`config.mk`:
```
export PLATFORM = sky130hd
export DESIGN_NAME = cpwl_ctrl
export DESIGN_NICKNAME = d
export VERILOG_FILES = /design/src/rtl/cpwl_pkg.sv /design/src/rtl/cpwl_ctrl.sv
export SDC_FILE = /design/constraint.sdc
export NUM_CORES = 1
export LEC_CHECK = 0
export BUFFER_PORTS_ARGS = -buffer_cell sky130_fd_sc_hd__buf_2
export CORE_MARGIN = 2
export CORE_UTILIZATION = 55
export CTS_BUF_LIST = sky130_fd_sc_hd__clkbuf_16
export CTS_CLUSTER_SIZE = 12
export DETAILED_ROUTE_END_ITERATION = 12
export GPL_TIMING_DRIVEN = 0
export PLACE_DENSITY = 0.86
export SYNTH_ARGS = -nofsm -noshare
export SYNTH_HDL_FRONTEND = slang
export SYNTH_SLANG_ARGS = --single-unit
```
`constraint.sdc`:
```
create_clock -name i_clk -period 2.65 [get_ports i_clk]
set_input_delay 0.265 -clock i_clk [delete_from_list [all_inputs] [get_ports i_clk]]
set_output_delay 0.265 -clock i_clk [all_outputs]
set_load 0.02 [all_outputs]
```
`src/rtl/cpwl_pkg.sv`:
```
// Shared types, constants and codes for the clamped piecewise-linear vector lookup.
`default_nettype none

package cpwl_pkg;

    localparam int DEF_TABLE_DEPTH = 16;

    localparam int WEIGHT_W = 32;
    localparam int COMP_W   = 32;
    localparam int LANES    = 3;
    localparam int INDEX_W  = 4;
    localparam int COUNT_W  = 5;

    // Restoring divider: one quotient bit per step.
    localparam int DIV_STEPS = COMP_W;
    localparam int STEP_W    = $clog2(DIV_STEPS);

    localparam logic CMD_WRITE = 1'b0;
    localparam logic CMD_QUERY = 1'b1;

    typedef enum logic [1:0] {
        CLAMP_INTERP = 2'd0,
        CLAMP_BELOW  = 2'd1,
        CLAMP_ABOVE  = 2'd2,
        CLAMP_EXACT  = 2'd3
    } t_clamp;

    typedef enum logic [2:0] {
        S_IDLE,
        S_CHK_FIRST,
        S_CHK_LAST,
        S_SCAN,
        S_MUL,
        S_DIV,
        S_FIN,
        S_EMIT
    } t_state;

    typedef logic [LANES-1:0][COMP_W-1:0] t_vec;

    typedef struct packed {
        t_vec                vec;
        logic [WEIGHT_W-1:0] weight;
    } t_entry;

    typedef struct packed {
        logic   mem_wr;       // store the incoming entry
        logic   query_latch;  // capture the lookup weight
        logic   rd_en;        // table read into the read register
        logic   prev_load;    // read register becomes the lower bracket
        logic   interp_start; // form span, offset and per-lane deltas
        logic   mul_en;       // delta magnitude times offset
        logic   div_step;     // one quotient bit per lane
        logic   res_load;     // load the result stage
        logic   res_interp;   // result from the divider, else from the read entry
        t_clamp code;
        logic   out_load;     // result stage into the output register
    } t_dp_cmd;

    typedef struct packed {
        logic w_lt; // lookup weight below the entry in the read register
        logic w_eq; // lookup weight equal to it
    } t_dp_status;

endpackage

`default_nettype wire

```
`src/rtl/cpwl_ctrl.sv`:
```
// Controller: query sequencer, entry count register and output valid.
`default_nettype none

module cpwl_ctrl #(
    parameter int TABLE_DEPTH = cpwl_pkg::DEF_TABLE_DEPTH
) (
    input  wire                                 i_clk,
    input  wire                                 i_rst_n,
    input  wire                                 i_s_valid,
    input  wire                                 i_s_cmd,
    output logic                                o_s_ready,
    input  wire                                 i_cfg_valid,
    input  wire [cpwl_pkg::COUNT_W-1:0]         i_cfg_data,
    output logic                                o_cfg_ready,
    output logic                                o_m_valid,
    input  wire                                 i_m_ready,
    input  wire cpwl_pkg::t_dp_status           i_status,
    output cpwl_pkg::t_dp_cmd                   o_cmd,
    output logic [$clog2(TABLE_DEPTH)-1:0]      o_rd_addr
);

    localparam int IDX_W  = $clog2(TABLE_DEPTH);
    localparam int STEP_W = cpwl_pkg::STEP_W;

    cpwl_pkg::t_state    r_state, n_state;
    logic [IDX_W-1:0]    r_idx, n_idx;
    logic [IDX_W-1:0]    r_last_idx, n_last_idx;
    logic [STEP_W-1:0]   r_step, n_step;
    logic                r_out_valid, n_out_valid;

    logic accept;
    logic out_free;
    logic div_done;

    // Nothing is taken while reset is held.
    assign o_cfg_ready = i_rst_n;
    assign o_s_ready   = i_rst_n && (r_state == cpwl_pkg::S_IDLE);
    assign accept      = i_s_valid && o_s_ready;
    assign out_free    = !r_out_valid || i_m_ready;
    assign div_done    = (r_step == STEP_W'(cpwl_pkg::DIV_STEPS - 1));
    assign o_m_valid   = r_out_valid;

    // A count of zero acts as one; a count past the table saturates.
    always_comb begin
        n_last_idx = r_last_idx;
        if (i_cfg_valid) begin
            if (i_cfg_data == '0) begin
                n_last_idx = '0;
            end else if (int'(i_cfg_data) > TABLE_DEPTH) begin
                n_last_idx = IDX_W'(TABLE_DEPTH - 1);
            end else begin
                n_last_idx = IDX_W'(i_cfg_data - 1'b1);
            end
        end
    end

    always_comb begin
        n_state = r_state;
        unique case (r_state)
            cpwl_pkg::S_IDLE: begin
                if (accept && i_s_cmd == cpwl_pkg::CMD_QUERY) n_state = cpwl_pkg::S_CHK_FIRST;
            end
            cpwl_pkg::S_CHK_FIRST: begin
                n_state = (i_status.w_lt || i_status.w_eq) ? cpwl_pkg::S_EMIT
                                                            : cpwl_pkg::S_CHK_LAST;
            end
            cpwl_pkg::S_CHK_LAST: begin
                n_state = i_status.w_lt ? cpwl_pkg::S_SCAN : cpwl_pkg::S_EMIT;
            end
            cpwl_pkg::S_SCAN: begin
                if (i_status.w_lt) begin
                    n_state = cpwl_pkg::S_MUL;
                end else if (i_status.w_eq) begin
                    n_state = cpwl_pkg::S_EMIT;
                end
            end
            cpwl_pkg::S_MUL:  n_state = cpwl_pkg::S_DIV;
            cpwl_pkg::S_DIV: begin
                if (div_done) n_state = cpwl_pkg::S_FIN;
            end
            cpwl_pkg::S_FIN:  n_state = cpwl_pkg::S_EMIT;
            cpwl_pkg::S_EMIT: begin
                if (out_free) n_state = cpwl_pkg::S_IDLE;
            end
            default: n_state = cpwl_pkg::S_IDLE;
        endcase
    end

    always_comb begin
        o_cmd       = '0;
        o_cmd.code  = cpwl_pkg::CLAMP_INTERP;
        o_rd_addr   = '0;
        n_idx       = r_idx;
        n_step      = r_step;
        n_out_valid = r_out_valid && !i_m_ready;
        unique case (r_state)
            cpwl_pkg::S_IDLE: begin
                if (accept) begin
                    if (i_s_cmd == cpwl_pkg::CMD_QUERY) begin
                        o_cmd.query_latch = 1'b1;
                        o_cmd.rd_en       = 1'b1;
                    end else begin
                        o_cmd.mem_wr      = 1'b1;
                    end
                end
            end
            cpwl_pkg::S_CHK_FIRST: begin
                if (i_status.w_lt || i_status.w_eq) begin
                    o_cmd.res_load = 1'b1;
                    o_cmd.code     = cpwl_pkg::CLAMP_BELOW;
                end else begin
                    o_cmd.prev_load = 1'b1;
                    o_cmd.rd_en     = 1'b1;
                    o_rd_addr       = r_last_idx;
                end
            end
            cpwl_pkg::S_CHK_LAST: begin
                if (!i_status.w_lt) begin
                    o_cmd.res_load = 1'b1;
                    o_cmd.code     = cpwl_pkg::CLAMP_ABOVE;
                end else begin
                    o_cmd.rd_en = 1'b1;
                    o_rd_addr   = IDX_W'(1);
                    n_idx       = IDX_W'(1);
                end
            end
            cpwl_pkg::S_SCAN: begin
                if (i_status.w_lt) begin
                    o_cmd.interp_start = 1'b1;
                end else if (i_status.w_eq) begin
                    o_cmd.res_load = 1'b1;
                    o_cmd.code     = cpwl_pkg::CLAMP_EXACT;
                end else begin
                    o_cmd.prev_load = 1'b1;
                    o_cmd.rd_en     = 1'b1;
                    o_rd_addr       = r_idx + 1'b1;
                    n_idx           = r_idx + 1'b1;
                end
            end
            cpwl_pkg::S_MUL: begin
                o_cmd.mul_en = 1'b1;
                n_step       = '0;
            end
            cpwl_pkg::S_DIV: begin
                o_cmd.div_step = 1'b1;
                n_step         = r_step + 1'b1;
            end
            cpwl_pkg::S_FIN: begin
                o_cmd.res_load   = 1'b1;
                o_cmd.res_interp = 1'b1;
                o_cmd.code       = cpwl_pkg::CLAMP_INTERP;
            end
            cpwl_pkg::S_EMIT: begin
                if (out_free) begin
                    o_cmd.out_load = 1'b1;
                    n_out_valid    = 1'b1;
                end
            end
            default: ;
        endcase
    end

    always_ff @(posedge i_clk) begin
        if (!i_rst_n) begin
            r_state     <= cpwl_pkg::S_IDLE;
            r_idx       <= '0;
            r_last_idx  <= '0;
            r_step      <= '0;
            r_out_valid <= 1'b0;
        end else begin
            r_state     <= n_state;
            r_idx       <= n_idx;
            r_last_idx  <= n_last_idx;
            r_step      <= n_step;
            r_out_valid <= n_out_valid;
        end
    end

endmodule

`default_nettype wire

```
Word-level counts from Yosys, hierarchy flattened:

Index checks and enable logic that the tools add are counted.

* flip-flop bits (word level): 17
* latch bits: 0
* bits in writable memories: 0
* bits in read-only memories: 0
* input bits: 13
* output and inout bits: 19
* memories kept: 0

* add/sub/neg operators: 3
* multiply operators: 0
* div/mod/pow operators: 0
* order comparisons: 1
* eq/ne operators: 15
* shifts and indexed selects: 0
* multiplexer cells: 48
* bitwise logic cells: 0
* reductions and logical operators: 14

Operators with widths (count)
* $mux 4: 8
* $mux 3: 8
* $pmux 3 s8: 1
* $mux 1: 16
* $mux 2: 8
* $eq 3x3->1 const B: 4
* $pmux 4 s3: 1
* $ne 2x2->1 const B: 5
* $pmux 5 s2: 1
* $pmux 1 s4: 2
* $pmux 4 s2: 1
* $reduce_and 4->1: 2
* $eq 3x2->1 const B: 2
* $pmux 2 s3: 1
* $add 5x1->5 const B: 1
* $eq 5x5->1 const B: 1
* $gt 5x5->1 const B: 1
* $logic_not 5->1: 1
* $add 4x1->4 const B: 1
* $logic_and 1x1->1: 4
* $reduce_bool 2->1: 2
* $sub 4x1->4 const B: 1
* $eq 3x1->1 const B: 1
* $logic_not 3->1: 1
* 5 further kinds: 7

Longest topological paths before layout:

* depth in word-level cells: 6
* gate-level depth with buffers: 7

Worst setup path after synthesis:

No wires, ideal clock.

* path type: register to output
* start point: register r_state[1]
* end point: output port o_rd_addr[2]
* arrival: 1.405 ns
* path slack: 0.980 ns
* stages on the path, launching flop included: 5
* buffers on the path: 2
* cells stage by stage: dfxtp_1 > buf_2 > buf_1 > nor2_1 > a211oi_1

* word-level cells in the longest chain between the ends: 2

RTL lines
* start, declared: RTL line cpwl_ctrl.sv:25 `cpwl_pkg::t_state r_state, n_state;`
* start signal, assigned: RTL line cpwl_ctrl.sv:165 `r_state <= cpwl_pkg::S_IDLE;`
* start signal, assigned: RTL line cpwl_ctrl.sv:171 `r_state <= n_state;`
* $eq 3x2->1 / $eq 3x1->1 (equally long branches): RTL line cpwl_ctrl.sv:96 `unique case (r_state)`
* $pmux 4 s3 *: RTL line cpwl_ctrl.sv:96
* end, declared: RTL line cpwl_ctrl.sv:19 `output logic [$clog2(TABLE_DEPTH)-1:0] o_rd_addr`

Every way passes the cells marked *; elsewhere a longest branch is shown, timed or not.

Final worst setup path:

* start point: register r_state[0]
* end point: output port o_rd_addr[0]

The elaborated chain is that of the path after synthesis.

==> metrics.txt <==
outcome=finished, final reports clean; Buf/Inv on CP=3; FF+latch count, synth=17; DRT Pass-1 Iters=4; final instance area=1410 µm²; Worst-path clk slew=50 ps; cell taking the most area after synthesis=dfxtp_1; post-DP HPWL=2300 µm; placed insts=221; Max clock buf depth=2; async set-or-reset flop fraction in the synthesized netlist=0%; reg2reg path depth=7; Post-Synth XOR/XNOR Area=1.53%; Yosys top cell area share=29.7%; register area share after synthesis=29.7%; reg2reg start=r_step[0]; leak pwr=0.652 nW; crit share post-route=77.8%; clock sink total=17; critical path capture point type=output port; Cells after Synth=163; Synth Area in Compound Gates=20.9%; Die Ht=49.6 µm; Worst Setup Path Type=reg2out; Highest Clock Rate=485 MHz; clock latency on the worst-skew pair=250 ps; Worst Path Max Fanout=10; vias per inst=5.75; CP max stage cell=nor4_1; Mapped Area=1140 µm²; cts repair resizes=0; Final nets=216; Worst setup endpoint=o_rd_addr[0]; Fin. Hold Viols=0; fraction of layout cells with a size suffix above 1=20.7%; fin cells=225; pin count of the biggest net entering global routing=11; number of synthesized flops with an enable pin=0; part of the power in registers=32.6%; Max-Slew Margin vs Limit=69.7%; Synth Area in Adders=5.25%; mux contribution to synthesized area=1.86%; Num CTS Buffers=3; antenna violations before repair=0; pwr dens=615 nW/µm²; Comb power frac=31.6%; Boundary Pins=32; max-slew violations=0; via count=1293; total gr overflow=0; setup slack after layout=587 ps; critical path's largest stage delay=400 ps; Slew @ Worst Pin=450 ps; DR WL/cell=13.2 µm; yosys warns=0; maxcap violations=0; clock skew=2.47 ps; Crit path arrival time=1800 ps; internal power=0.569 mW; clk root buf=clkbuf_16; PortBufs=31; Total Wirelength=2970 µm; htree depth=1; worst path required time=2380 ps; Total GRT Usage=25.6%; diode count=0; Clock Power Share=35.7%; Mapped Avg Cell Area=7.02 µm²; CP Depth=6; R2R Path End=r_state[0]; fillers=184; syn_nets=180; Residual DRC=0; cts hold-fix bufs=0; largest family of logic cells by synthesized area=simple AND/OR/NAND/NOR gates; Final setup viols=0; area growth from synthesis to layout=23.5%; CP startpoint kind=flip-flop; Yosys cell types=38; Synth Flop Type=dfxtp_1; Synth Area in Simple Gates=33.0%; R2R Setup Slk=1110 ps; RePlAce Congestion=0.947; vias in the first global route=1143; final setup TNS=0 ps; Place WS=884 ps; initial DRC count=33; placed cell area=1330 µm²; Initial Util=58.4%; TritonCTS clock tree=yes; CP top delay family=simple AND/OR/NAND/NOR gates; Critical Path Source=r_state[0]; min Tclk post-route=2060 ps; unrepaired setup endpoints after global routing=false; post-CTS setup buffer count=0; worst-path cell chain=buf_4, nand2_1, nor4_1, inv_1, o22ai_1, buf_2; # rows=16; Peak VDD IR=481 µV; Sw Ratio=34.5%; Tightest Hold Check Type=in2reg; global-route wire length before repair=4900 µm; overall power=0.869 mW; core area=1960 µm²; Switching Power=0.300 mW; Detail Route Antenna Nets=0; synth top area cells=dfxtp_1 (30%), nor2_1 (6.6%), a21oi_1 (5.7%); die area=2460 µm²; Die X=49.6 µm
[cell usage after synthesis, types with 2 or more instances]
| master | number |
|---|---|
| clkbuf_1 | 3 |
| nand2b_1 | 5 |
| and3_1 | 3 |
| inv_1 | 11 |
| ha_1 | 4 |
| a31oi_1 | 4 |
| nor3_1 | 8 |
| a211oi_1 | 3 |
| a21oi_1 | 13 |
| buf_4 | 2 |
| o211a_1 | 2 |
| o211ai_1 | 2 |
| dfxtp_1 | 17 |
| buf_2 | 2 |
| o22ai_1 | 3 |
| nand3b_1 | 2 |
| buf_1 | 2 |
| o21ai_0 | 10 |
| nand3_1 | 8 |
| nor2b_1 | 4 |
| nand2_1 | 15 |
| nor4_1 | 3 |
| nor2_1 | 20 |
| nor3b_1 | 3 |
[power groups by stage]
stage / registers (mW) / clock network [mW] / logic (mW)
6_report: 0.284 / 0.311 / 0.275
5_1_grt: 0.286 / 0.325 / 0.301
4_1_cts: 0.284 / 0.312 / 0.272
3_5_place_dp: 0.289 / 0 / 0.269
3_3_place_gp: 0.288 / 0 / 0.261
2_1_floorplan: 0.286 / 0 / 0.190
[state kept, by name, summed over array words and instances (netlist names)]
| name | count |
|---|---|
| r_step | 5 |
| r_idx | 4 |
| r_last_idx | 4 |
| r_state | 3 |
| o_m_valid | 1 |
[worst min path at each step]
stage                    end  cells past startpoint         from  slack [ps]
2_1_floorplan  r_last_idx[1]                      1  i_cfg_valid         360
3_3_place_gp       r_step[4]                      2    r_step[4]         440
3_5_place_dp       r_step[4]                      2    r_step[4]         450
4_1_cts        r_last_idx[1]                      2  i_cfg_valid         260
5_1_grt        r_last_idx[1]                      2  i_cfg_valid         280
6_report       r_last_idx[1]                      2  i_cfg_valid         260
[cells in the final DEF (no fill, tap or decap), types with 4 or more instances in the layout]
master    instances
a21oi_1          13
nand3_1           8
nand2_1          15
nand2b_1          5
dfxtp_1          17
nor2b_1           4
inv_1            11
buf_2            33
a31oi_1           4
o21ai_0          10
nor2_1           20
ha_1              4
nor3_1            8
[per-layer routing]
metal  part of all wire, %  vias to the layer above  global-route usage, %
met5                     0                        -                      0
met4                  0.98                        0                   6.94
met3                   4.0                        5                   3.94
met2                    50                       34                   47.3
met1                    45                      611                   30.4
li1                      -                      643                      -
[worst reg2reg max path: cells and delay by family, from the launching register on]
kind                       cells  cell delay (ps)
adders and majority gates      2              370
AOI/OAI and AO/OA              1              100
DFF                            1              390
and+or+nand+nor                4              570
[area by class of cell]
type                       instances  area (µm²)  share of cell area [%]
buffer                             9        43.8                    3.10
sequential                        17         340                    24.1
timing repair buffer              31         155                    11.0
tap                               27        33.8                    2.39
clock inverter                     1        5.00                   0.354
inverter                          12        45.0                    3.19
clock buffer                       3        75.1                    5.31
multi-input combinational        125         716                    50.6
[through the flow]
| stage | utilization (%) | hold WS (ps) |
|---|---|---|
| 3_5_place_dp | 68.0 | 450 |
| 4_1_cts | 72.1 | 264 |
| 5_1_grt | 72.1 | 275 |
| 6_report | 72.1 | 265 |
| 2_1_floorplan | - | 355 |
| 3_3_place_gp | 68.0 | 444 |
[logic make-up after synthesis]
kind of cell | after synthesis
xor+xnor | 2
simple gates | 76
flops | 17
fa+ha+maj | 5
compound gates | 40
buf+inv | 21
mux | 2
Power figures use the tool's default switching activity.
